<file path="config.mk">
export PLATFORM = sky130hd
export DESIGN_NAME = button_target_position_control_unit
export DESIGN_NICKNAME = d
export VERILOG_FILES = /design/src/rtl/core/btpc_pkg.sv /design/src/rtl/core/btpc_csr.sv /design/src/rtl/core/btpc_step.sv /design/src/rtl/core/button_target_position_control_unit.sv
export SDC_FILE = /design/constraint.sdc
export NUM_CORES = 1
export LEC_CHECK = 0
export BUFFER_PORTS_ARGS = -buffer_cell sky130_fd_sc_hd__buf_2
export CAP_MARGIN = 5
export CORE_MARGIN = 5
export CORE_UTILIZATION = 30
export DETAILED_ROUTE_END_ITERATION = 12
export GPL_TIMING_DRIVEN = 0
export HOLD_SLACK_MARGIN = 0.06
export PLACE_DENSITY = 0.46
export SETUP_SLACK_MARGIN = 0.05
export SYNTH_ARGS = -nofsm -noshare
export SYNTH_HDL_FRONTEND = slang
export SYNTH_HIERARCHICAL = 1
export SYNTH_SLANG_ARGS = --single-unit
</file>
<file path="constraint.sdc">
create_clock -name clock -period 13.7 [get_ports clock]
set_clock_uncertainty 0.2 [all_clocks]
set_input_delay 0.685 -clock clock [delete_from_list [all_inputs] [get_ports clock]]
set_output_delay 0.685 -clock clock [all_outputs]
set_load 0.1 [all_outputs]
</file>
<file path="src/rtl/core/btpc_pkg.sv">
`default_nettype none

package btpc_pkg;

   // sizes of the block
   localparam int NUM_SLOTS   = 4;
   localparam int TIMEOUT_MS  = 15;
   localparam int SLOT_W      = 13;
   localparam int TABLE_W     = 52;
   localparam int POS_W       = 13;
   localparam int RAW_W       = 12;
   localparam int TIME_W      = 16;
   localparam int PRESET_W    = 4;
   localparam int POWER_W     = 8;
   localparam int LIMIT_W     = 14;
   localparam int SLOTIDX_W   = 3;
   localparam int CSR_INDEX_W = 4;
   localparam int REQ_DATA_W  = 40;
   localparam int RSP_DATA_W  = 16;

   // register indexes
   localparam logic [CSR_INDEX_W-1:0] REG_STILL_POWER     = 4'd0;
   localparam logic [CSR_INDEX_W-1:0] REG_UP_POWER        = 4'd1;
   localparam logic [CSR_INDEX_W-1:0] REG_DOWN_POWER      = 4'd2;
   localparam logic [CSR_INDEX_W-1:0] REG_LIMIT_LOW       = 4'd3;
   localparam logic [CSR_INDEX_W-1:0] REG_LIMIT_HIGH      = 4'd4;
   localparam logic [CSR_INDEX_W-1:0] REG_SENSOR_REVERSED = 4'd5;
   localparam logic [CSR_INDEX_W-1:0] REG_SENSOR_PRESENT  = 4'd6;
   localparam logic [CSR_INDEX_W-1:0] REG_TARGET_TABLE    = 4'd7;

   // fixed codes and values
   localparam logic [SLOT_W-1:0]    EMPTY_MARK     = 13'h1FFF;
   localparam logic [SLOTIDX_W-1:0] SLOT_NONE      = 3'b111;
   localparam logic [POWER_W-1:0]   POWER_FULL_POS = 8'sd127;
   localparam logic [POWER_W-1:0]   POWER_FULL_NEG = -8'sd127;
   localparam logic [POWER_W-1:0]   POWER_ZERO     = 8'd0;
   localparam logic [POS_W-1:0]     POS_FULL_SCALE = 13'd4096;

   typedef struct packed {
      logic signed [POWER_W-1:0] still_power;
      logic signed [POWER_W-1:0] up_power;
      logic signed [POWER_W-1:0] down_power;
      logic signed [LIMIT_W-1:0] limit_low;
      logic signed [LIMIT_W-1:0] limit_high;
      logic                      sensor_reversed;
      logic                      sensor_present;
      logic [TABLE_W-1:0]        target_table;
   } cfg_type;

   typedef struct packed {
      logic                up_pressed;
      logic                down_pressed;
      logic [PRESET_W-1:0] preset_pressed;
      logic [RAW_W-1:0]    sensor_raw;
      logic [TIME_W-1:0]   now_ms;
   } item_type;

   typedef struct packed {
      logic signed [SLOTIDX_W-1:0] selected_slot;
      logic [POS_W-1:0]            last_position;
      logic [TIME_W-1:0]           timer_start;
   } state_type;

   typedef struct packed {
      logic signed [POWER_W-1:0]   drive_power;
      logic signed [SLOTIDX_W-1:0] slot_active;
   } result_type;

   // one target position out of the packed table
   function automatic logic [SLOT_W-1:0] slot_target(input logic [TABLE_W-1:0] tbl,
                                                     input logic [1:0] idx);
      return tbl[idx*SLOT_W +: SLOT_W];
   endfunction

endpackage

`default_nettype wire

</file>
<file path="src/rtl/core/btpc_csr.sv">
`default_nettype none

module btpc_csr (
   input  wire logic                             clock,
   input  wire logic                             reset,
   input  wire logic                             csr_valid,
   input  wire logic [btpc_pkg::CSR_INDEX_W-1:0] csr_index,
   input  wire logic [btpc_pkg::TABLE_W-1:0]     csr_data,
   output      btpc_pkg::cfg_type                cfg
);
   import btpc_pkg::*;

   cfg_type cfg_ff;
   cfg_type cfg_in;

   // decode one write transaction, unknown indexes leave everything as it is
   always_comb begin
      cfg_in = cfg_ff;
      if (csr_valid) begin
         unique case (csr_index)
            REG_STILL_POWER:     cfg_in.still_power     = csr_data[POWER_W-1:0];
            REG_UP_POWER:        cfg_in.up_power        = csr_data[POWER_W-1:0];
            REG_DOWN_POWER:      cfg_in.down_power      = csr_data[POWER_W-1:0];
            REG_LIMIT_LOW:       cfg_in.limit_low       = csr_data[LIMIT_W-1:0];
            REG_LIMIT_HIGH:      cfg_in.limit_high      = csr_data[LIMIT_W-1:0];
            REG_SENSOR_REVERSED: cfg_in.sensor_reversed = csr_data[0];
            REG_SENSOR_PRESENT:  cfg_in.sensor_present  = csr_data[0];
            REG_TARGET_TABLE:    cfg_in.target_table    = csr_data;
            default: ;
         endcase
      end
   end

   // register bank with its reset values
   always_ff @(posedge clock) begin
      if (reset) begin
         cfg_ff.still_power     <= POWER_ZERO;
         cfg_ff.up_power        <= POWER_FULL_POS;
         cfg_ff.down_power      <= POWER_FULL_NEG;
         cfg_ff.limit_low       <= -14'sd1;
         cfg_ff.limit_high      <= 14'sd4097;
         cfg_ff.sensor_reversed <= 1'b0;
         cfg_ff.sensor_present  <= 1'b0;
         cfg_ff.target_table    <= '1;
      end else begin
         cfg_ff <= cfg_in;
      end
   end

   assign cfg = cfg_ff;

endmodule

`default_nettype wire

</file>
<file path="src/rtl/core/btpc_step.sv">
`default_nettype none

module btpc_step (
   input  wire btpc_pkg::cfg_type    cfg,
   input  wire btpc_pkg::item_type   item,
   input  wire btpc_pkg::state_type  state,
   output btpc_pkg::state_type       state_next,
   output btpc_pkg::result_type      result
);
   import btpc_pkg::*;

   logic [POS_W-1:0]          pos;
   logic                      hit;
   logic [1:0]                hit_idx;
   logic                      stop;
   logic signed [SLOTIDX_W-1:0] sel;
   logic [POS_W-1:0]          last_pos;
   logic [SLOT_W-1:0]         tgt;
   logic                      last_above;
   logic                      last_equal;
   logic                      pos_above;
   logic                      pos_equal;
   logic [TIME_W-1:0]         elapsed;
   logic signed [POWER_W-1:0] power;
   logic signed [LIMIT_W:0]   pos_s;
   logic                      below_low;
   logic                      above_high;

   // position from the potentiometer reading
   always_comb begin
      if (!cfg.sensor_present) begin
         pos = '0;
      end else if (cfg.sensor_reversed) begin
         pos = POS_FULL_SCALE - {1'b0, item.sensor_raw};
      end else begin
         pos = {1'b0, item.sensor_raw};
      end
   end

   // preset scan, stops at the first empty slot, highest pressed one wins
   always_comb begin
      hit     = 1'b0;
      hit_idx = '0;
      stop    = 1'b0;
      for (int i = 0; i < NUM_SLOTS; i++) begin
         if (!stop) begin
            if (slot_target(cfg.target_table, 2'(i)) == EMPTY_MARK) begin
               stop = 1'b1;
            end else if (item.preset_pressed[i]) begin
               hit     = 1'b1;
               hit_idx = 2'(i);
            end
         end
      end
   end

   // selected slot and position snapshot after the scan
   assign sel      = hit ? $signed({1'b0, hit_idx}) : state.selected_slot;
   assign last_pos = hit ? pos : state.last_position;
   assign tgt      = slot_target(cfg.target_table, sel[1:0]);

   // three-way compares against the target
   assign last_above = last_pos > tgt;
   assign last_equal = last_pos == tgt;
   assign pos_above  = pos > tgt;
   assign pos_equal  = pos == tgt;
   assign elapsed    = item.now_ms - (hit ? item.now_ms : state.timer_start);

   // power selection and state update
   always_comb begin
      state_next = state;
      power      = cfg.still_power;
      priority if (item.up_pressed) begin
         power                    = cfg.up_power;
         state_next.selected_slot = SLOT_NONE;
      end else if (item.down_pressed) begin
         power                    = cfg.down_power;
         state_next.selected_slot = SLOT_NONE;
      end else if (sel[SLOTIDX_W-1]) begin
         power                    = cfg.still_power;
         state_next.selected_slot = SLOT_NONE;
         if (hit) begin
            state_next.last_position = last_pos;
            state_next.timer_start   = item.now_ms;
         end
      end else begin
         state_next.selected_slot = sel;
         state_next.last_position = last_pos;
         state_next.timer_start   = hit ? item.now_ms : state.timer_start;
         power                    = POWER_ZERO;
         if ((last_above == pos_above) && (last_equal == pos_equal)) begin
            // same side of the target, keep driving
            power                    = pos_above ? POWER_FULL_NEG : POWER_FULL_POS;
            state_next.last_position = pos;
            state_next.timer_start   = item.now_ms;
         end else if (elapsed > TIME_W'(TIMEOUT_MS)) begin
            state_next.selected_slot = SLOT_NONE;
         end
      end
   end

   // soft limits
   assign pos_s      = $signed({2'b00, pos});
   assign below_low  = pos_s < $signed({cfg.limit_low[LIMIT_W-1], cfg.limit_low});
   assign above_high = pos_s > $signed({cfg.limit_high[LIMIT_W-1], cfg.limit_high});

   always_comb begin
      result.slot_active = state_next.selected_slot;
      if ((below_low && power < 0) || (above_high && power > 0)) begin
         result.drive_power = cfg.still_power;
      end else begin
         result.drive_power = power;
      end
   end

endmodule

`default_nettype wire

</file>
<file path="src/rtl/core/button_target_position_control_unit.sv">
// Button target position control unit
//
// Input stream req_*: one sensor sample per transaction, carrying the up and
// down buttons, four preset buttons, the raw potentiometer reading and a
// millisecond time stamp. Output stream rsp_*: one transaction per sample
// with the motor power and the slot selected after that sample.
// Configuration port csr_*: one register write per transaction, csr_ready is
// always high; write only while no sample is in flight.
//
// Path: an accepted sample waits in the input register until the result
// register takes it, while that register is empty or its transaction is
// being taken. Throughput: one sample per cycle while the receiver does
// not stall, the selected slot, position snapshot and timer being updated
// combinationally between the two registers.
//
// Reset clears the configuration to its defaults, drops any selected target
// and empties both registers. When the receiver stalls, the result register
// holds its transaction, the input register holds the next sample, and
// req_tready falls once both are full.

`default_nettype none

module button_target_position_control_unit (
   input  wire logic                             clock,
   input  wire logic                             reset,
   // fields from bit 0: up_pressed, down_pressed, preset_pressed[3:0],
   // sensor_raw[11:0], now_ms[15:0], zero padding
   input  wire logic [btpc_pkg::REQ_DATA_W-1:0]  req_tdata,
   input  wire logic                             req_tvalid,
   output      logic                             req_tready,
   // fields from bit 0: drive_power[7:0], slot_active[2:0], zero padding
   output      logic [btpc_pkg::RSP_DATA_W-1:0]  rsp_tdata,
   output      logic                             rsp_tvalid,
   input  wire logic                             rsp_tready,
   input  wire logic                             csr_valid,
   output      logic                             csr_ready,
   input  wire logic [btpc_pkg::CSR_INDEX_W-1:0] csr_index,
   input  wire logic [btpc_pkg::TABLE_W-1:0]     csr_data
);
   import btpc_pkg::*;

   cfg_type    cfg;
   item_type   s1_item_ff;
   item_type   s1_item_in;
   logic       s1_valid_ff;
   state_type  state_ff;
   state_type  state_in;
   result_type step_result;
   result_type out_ff;
   logic       out_valid_ff;
   logic       advance;
   logic       req_take;

   // configuration registers
   assign csr_ready = 1'b1;

   btpc_csr u_csr (
      .clock     (clock),
      .reset     (reset),
      .csr_valid (csr_valid),
      .csr_index (csr_index),
      .csr_data  (csr_data),
      .cfg       (cfg)
   );

   // handshake control
   assign advance    = s1_valid_ff && (!out_valid_ff || rsp_tready);
   assign req_tready = !s1_valid_ff || advance;
   assign req_take   = req_tvalid && req_tready;

   // unpack the input transaction
   assign s1_item_in.up_pressed     = req_tdata[0];
   assign s1_item_in.down_pressed   = req_tdata[1];
   assign s1_item_in.preset_pressed = req_tdata[5:2];
   assign s1_item_in.sensor_raw     = req_tdata[17:6];
   assign s1_item_in.now_ms         = req_tdata[33:18];

   // input register
   always_ff @(posedge clock) begin
      if (reset) begin
         s1_valid_ff <= 1'b0;
      end else if (req_tready) begin
         s1_valid_ff <= req_tvalid;
      end
      if (req_take) begin
         s1_item_ff <= s1_item_in;
      end
   end

   // per-sample control step
   btpc_step u_step (
      .cfg        (cfg),
      .item       (s1_item_ff),
      .state      (state_ff),
      .state_next (state_in),
      .result     (step_result)
   );

   // target state
   always_ff @(posedge clock) begin
      if (reset) begin
         state_ff.selected_slot <= SLOT_NONE;
         state_ff.last_position <= '0;
         state_ff.timer_start   <= '0;
      end else if (advance) begin
         state_ff <= state_in;
      end
   end

   // result register
   always_ff @(posedge clock) begin
      if (reset) begin
         out_valid_ff <= 1'b0;
      end else if (advance) begin
         out_valid_ff <= 1'b1;
      end else if (rsp_tready) begin
         out_valid_ff <= 1'b0;
      end
      if (advance) begin
         out_ff <= step_result;
      end
   end

   assign rsp_tvalid = out_valid_ff;
   assign rsp_tdata  = {{(RSP_DATA_W - POWER_W - SLOTIDX_W){1'b0}},
                        out_ff.slot_active, out_ff.drive_power};

endmodule

`default_nettype wire

</file>
---- Word-level counts from Yosys, hierarchy flattened ----
Index checks and enable logic that the tools add are counted.
storage, ports and cells
  word-level logic and storage cells ...... 115
  input bits .............................. 101
  bits in registers ....................... 185
cells by class
  order comparisons ....................... 7
  multiplexer cells ....................... 45
  add/subtract/negate cells ............... 2
  reductions and logical operators ........ 21
  bitwise operators ....................... 2
  eq/ne operators ......................... 16
  shift operators ......................... 1
  multiply operators ...................... 1
operator list
  kind                    number
  $mux 29                 2
  $eq 13x13->1 const B    4
  $shiftx 52x7->13        1
  $mux 8                  6
  $mux 13                 3
  $mux 32                 1
  $eq 13x13->1            2
  $gt 13x13->1            2
  $mux 1                  19
  $eq 4x3->1 const B      4
  $gt 16x4->1 const B     1
  $mux 16                 1
  $mux 2                  8
  $reduce_and 2->1        8
  $sub 16x16->16          1
  $mux 3                  5
  $gt 14x14->1            1
  $lt 14x14->1            1
  $sub 13x12->13 const A  1
  $eq 4x2->1 const B      2
  $gt 8x1->1 const B      1
  $lt 8x1->1 const B      1
  $mul 2x4->6 const B     1
  $logic_and 1x1->1       5
  other kinds (9)         14

---- Depth between registers and ports, before layout ----
  depth after elaboration ................. 25
  depth in mapped cells ................... 27
  gate-level depth less buffers ........... 24

---- Modules after synthesis ----
Netlist, hierarchy kept.
modules (own cells, without submodules)
  module                               seq. area each (µm²)  area each (µm²)  instances  cells an instance
  btpc_csr                             2122.0                4219.0           1          428
  btpc_step                            0.0                   4182.8           1          566
  button_target_position_control_unit  2031.9                2937.8           1          202

---- Worst setup path before layout ----
Ideal clock, no wire load.
  kind .................................... register to register
  from .................................... register u_csr.cfg_ff, in the netlist u_csr/cfg[41]
  to ...................................... register state_ff[29] (netlist bit)
  data required time ...................... 13.381 ns
  clock period less this slack ............ 5.522 ns
  slack ................................... 8.178 ns
  arrival time ............................ 5.203 ns
  stages on the path, launching flop included .. 25
  path through ............................ dfxtp_1 nand4_1 o41ai_1 nor3_1 o21ai_2 clkbuf_1 clkbuf_1 mux2i_1 ha_1 nor2b_1 o21a_1 o21a_1 o21ai_0 a21boi_0 o21ai_0 a21oi_1 o41ai_1 mux2i_1 nor4_1 o211ai_1 a21oi_1 nand2_1 buf_4 nor2_1 mux2i_1
RTL lines
  what                    RTL line                                    source
  start, declared         btpc_csr.sv:13                              cfg_type cfg_ff;
  start signal, assigned  btpc_csr.sv:46                              cfg_ff <= cfg_in;
  end signal, assigned    button_target_position_control_unit.sv:106  state_ff <= state_in;
  end, declared           button_target_position_control_unit.sv:46   state_type state_ff;

==> metrics.md <==
| Metric | Value |
|---|---|
| Status | `finished, final reports clean` |
| Routed Antenna Nets | `0` |
| Max Clk Rate | `roughly 0.14 GHz` |
| Peak VDD IR | `about 0.000082 V` |
| Pwr Total | `roughly 0.0012 W` |
| Final non-filler cell total | `about 1800` |
| Die width | `204.4 um` |
| Number of flops mapped to enable cells by yosys | `between 40 and 50` |
| Final worst-path cycle share | `between 50% and 60%` |
| Die H | `about 200 um` |
| Commonest non-fill, non-tap cell in the layout | `mux2i_1` |
| Die area | `0.04179 mm2` |
| TritonCTS Buffers | `17` |
| Endpoints failing setup | `0` |
| Crit path top cell by count | `mux2i_1` |
| Initial Utilization | `about 30%` |
| Htree depth | `4` |
| Largest net degree at the start of global routing | `21` |
| Maximum fanout along the worst path | `10` |
| IO Port Bufs | `around 100` |
| Avg WL per Cell | `between 15 and 20 um` |
| CTS Buffer Depth | `2` |
| Commonest non-fill, non-tap cells in the layout | `mux2i_1, nor2_1, dfxtp_1` |
| Avg Inst Size Synth | `between 9 and 10 um2` |
| CP Class | `register to register` |
| Gr ovfl total | `0` |
| Core area | `between 0.03 and 0.04 mm2` |
| Final HPWL DP | `roughly 25000 um` |
| First-pass GRT wire length | `49160 um` |
| Diode count | `0` |
| FFs w/ async S/R, synth | `0%` |
| Origin of the critical flop-to-flop path | `u_csr/cfg[19]$_SDFFE_PP1P_` |
| Final Util | `a little over a third` |
| RSZ-0062 raised after global routing | `no` |
| Fin Setup TNS | `0 ns` |
| Max Cap Viol | `0` |
| Leak | `about 5.5 nW` |
| Area grow syn2layout | `15.36%` |
| CP Launch Point | `u_csr/cfg[19]$_SDFFE_PP1P_` |
| CP Data Arrival Time | `7.37 ns` |
| Metal-1 WL | `between 15000 and 20000 um` |
| CTS tree | `built` |
| Setup crit start kind | `register` |
| Worst slew pin tran | `about 1.2 ns` |
| CTS Sinks | `about 190` |
| DRC viols | `0` |
| Uppermost routed layer | `met4` |
| Placed Instances | `~1800` |
| CTS Hold Bufs | `0` |
| Reg2reg end | `state_ff[31]$_SDFFE_PP1P_` |
| Primary FF master, synth | `dfxtp_1` |
| HP Class | `input port to register` |
| Initial antenna violation count | `0` |
| Met3 wire len | `about 1000 um` |
| Synth cell types | `just under 80` |
| Crit-path slowest cell | `o41ai_1` |
| Max_slew headroom | `between 15 and 20%` |
| Critical path, cell by cell | `nand4_1 -> nor4_1 -> nor3_1 -> o21ai_2 -> clkbuf_1 -> clkbuf_1 -> mux2i_1 -> ha_1 -> nor2b_1 -> o21a_1 -> o21a_1 -> o21ai_0 -> a21boi_0 -> o21ai_0 -> a21oi_1 -> o41ai_1 -> mux2i_1 -> nor4_1 -> o211ai_1 -> a21oi_1 -> inv_1 -> buf_4 -> nor2_1 -> mux2i_1` |
| CP Buf/Inv Count | `4` |
| Post-cts sizing count | `0` |
| Clk_lat worst skew | `between 0.4 and 0.5 ns` |
| Final wirelength | `31810 um` |
| Pwr/cell area | `about 93 mW/mm2` |
| CTS root buf | `clkbuf_16` |
| Top delay family on crit path | `compound AO/OA/AOI/OAI gates` |
| Yosys reg bits | `around 190` |
| TritonRoute pass-1 iters | `5` |
| Ports | `between 100 and 150` |
| All-Layer GR Usage | `15.26%` |
| Nets | `between 1000 and 1500` |
| Crit path time final | `between 7 and 8 ns` |
| CP Capture Type | `register` |
| DR iter-0 viols | `roughly 360` |
| Vias in the first global route | `8635` |
| Slew Limit Fails | `0` |
| Post-synthesis sequential area ratio | `approximately 37%` |
| Routability Congestion | `between 0.8 and 0.9` |
| Post-DR vias/cell | `around 4.7` |
| Row Count | `71` |
| Reg2Reg Depth | `24` |
| Critical Path RT | `13.83 ns` |
| Biggest cell delay along the critical path | `roughly 0.59 ns` |
| R2R Setup Slk | `about 6.5 ns` |
| Gate Count Post-Synth | `between 1000 and 1500` |
| End of the critical path | `state_ff[31]$_SDFFE_PP1P_` |
| Hold Path Cell Cnt | `1` |
| Yosys warning count | `6` |
| Routed wl met2 | `14330 um` |
| Post-Syn Area | `about 0.011 mm2` |
| Crit path depth | `24` |
| Hold violation count in the final report | `0` |
| Clock-pin slew on the worst setup and hold paths | `approximately 0.070 ns` |
| Proportion of layout cells with a drive suffix above 1 | `18.77%` |
| Vias | `8750` |
| Setup Buffers After CTS | `0` |
[through the flow]
| step | setup slack, ns | cell area [um2] | hold WS, ns |
|---|---|---|---|
| detailed placement | 6.453 | 12550 | 0.2643 |
| CTS | 6.399 | 13080 | 0.1799 |
| finish | 6.464 | 13080 | 0.2055 |
| global placement | 6.436 | 12510 | 0.2581 |
| floorplan | 8.178 | 11350 | 0.2469 |
| global route | 5.922 | 13080 | 0.1828 |
[layer usage]
| layer | vias to the layer above | GRT usage (%) |
|---|---|---|
| met5 | - | 0 |
| met4 | 0 | 5.719 |
| met3 | 37 | 2.745 |
| met2 | 172 | 24.39 |
| met1 | 4097 | 20.63 |
| li1 | 4444 | - |
[worst min-delay path by stage]
stage / start / endpoint
after floorplan: u_csr/cfg[88]$_SDFFE_PP0P_ / u_csr/cfg[88]$_SDFFE_PP0P_
after global placement: u_csr/cfg[84]$_SDFFE_PP0P_ / u_csr/cfg[84]$_SDFFE_PP0P_
after detailed placement: u_csr/cfg[85]$_SDFFE_PP0P_ / u_csr/cfg[85]$_SDFFE_PP0P_
after CTS: req_tdata[16] / s1_item_ff[26]$_DFFE_PP_
after global routing: req_tdata[16] / s1_item_ff[26]$_DFFE_PP_
final: req_tdata[14] / s1_item_ff[24]$_DFFE_PP_
[Yosys cell counts (3+ instances only)]
| cell | count | area [um2] |
|---|---|---|
| buf_6 | 9 | 101.4 |
| a21o_1 | 7 | 52.55 |
| nor3b_1 | 3 | 22.52 |
| a21boi_0 | 3 | 22.52 |
| o41ai_1 | 5 | 43.79 |
| nor2b_1 | 10 | 62.56 |
| mux2i_1 | 170 | 1702 |
| o21bai_1 | 4 | 30.03 |
| buf_4 | 12 | 90.09 |
| a211oi_1 | 6 | 45.04 |
| o21a_1 | 9 | 67.56 |
| o221ai_1 | 3 | 26.28 |
| and2_1 | 11 | 68.82 |
| nor2_1 | 168 | 630.6 |
| nand2b_1 | 105 | 656.9 |
| or4_1 | 6 | 45.04 |
| ha_1 | 63 | 788.3 |
| nand3b_1 | 6 | 45.04 |
| nand3_1 | 8 | 40.04 |
| nand2_1 | 55 | 206.5 |
| o31ai_1 | 11 | 82.58 |
| nand4_1 | 15 | 93.84 |
| o22ai_1 | 7 | 43.79 |
| buf_2 | 11 | 55.05 |
| o22ai_2 | 3 | 37.54 |
| nor4_1 | 8 | 50.05 |
| mux2_4 | 9 | 135.1 |
| mux2_2 | 40 | 450.4 |
| clkbuf_1 | 32 | 120.1 |
| xnor2_1 | 16 | 140.1 |
| buf_12 | 3 | 60.06 |
| a21oi_1 | 35 | 175.2 |
| nor3_1 | 17 | 85.08 |
| inv_1 | 51 | 191.4 |
| dfxtp_1 | 140 | 2803 |
| o21ai_2 | 9 | 78.83 |
| edfxtp_1 | 45 | 1351 |
| o21ai_0 | 34 | 170.2 |
[registers in the layout, summed over array words and instances (netlist names)]
| signal | count |
|---|---|
| s1_valid_ff | 1 |
| rsp_tvalid | 1 |
| rsp_tdata | 11 |
| u_csr/cfg | 106 |
| state_ff | 32 |
| s1_item_ff | 34 |
[worst register-to-register path, cell delays in order, from the launching register on]
cell      delay [ns]
dfxtp_1         0.42
nand4_1         0.18
nor4_1          0.47
nor3_1          0.20
o21ai_2         0.44
clkbuf_1        0.49
clkbuf_1        0.58
mux2i_1         0.37
ha_1            0.29
nor2b_1         0.13
o21a_1          0.16
o21a_1          0.17
o21ai_0         0.21
a21boi_0        0.16
o21ai_0         0.23
a21oi_1         0.13
o41ai_1         0.59
mux2i_1         0.17
nor4_1          0.43
o211ai_1        0.19
a21oi_1         0.43
inv_1           0.16
buf_4           0.16
nor2_1          0.10
mux2i_1         0.08
[cells by family after synthesis]
family	synth area share, %
and+or+nand+nor	19.19
muxes	20.17
DFF	36.63
AOI/OAI and AO/OA	9.776
buffers and inverters	5.451
adders and majority gates	7.327
xor gates and xnor gates	1.390
other	0.06623
[where the power goes]
part | internal (W) | leakage (nW) | switching (W)
clock network | 0.000240 | 0.266 | 0.000222
logic | 0.0000678 | 3.62 | 0.000108
registers | 0.000572 | 1.56 | 0.00000971
[final cells by class]
type	instances	area [um2]
Buffer	67	426.7
Clock buffer	22	457.9
Clock inverter	10	70.07
Fill cell	4003	24410
Inverter	51	191.4
Multi-Input combinational cell	897	6594
Sequential cell	185	4154
Tap cell	511	639.4
Timing Repair Buffer	105	548.0
No activity file was read; power rests on OpenSTA's default activity.
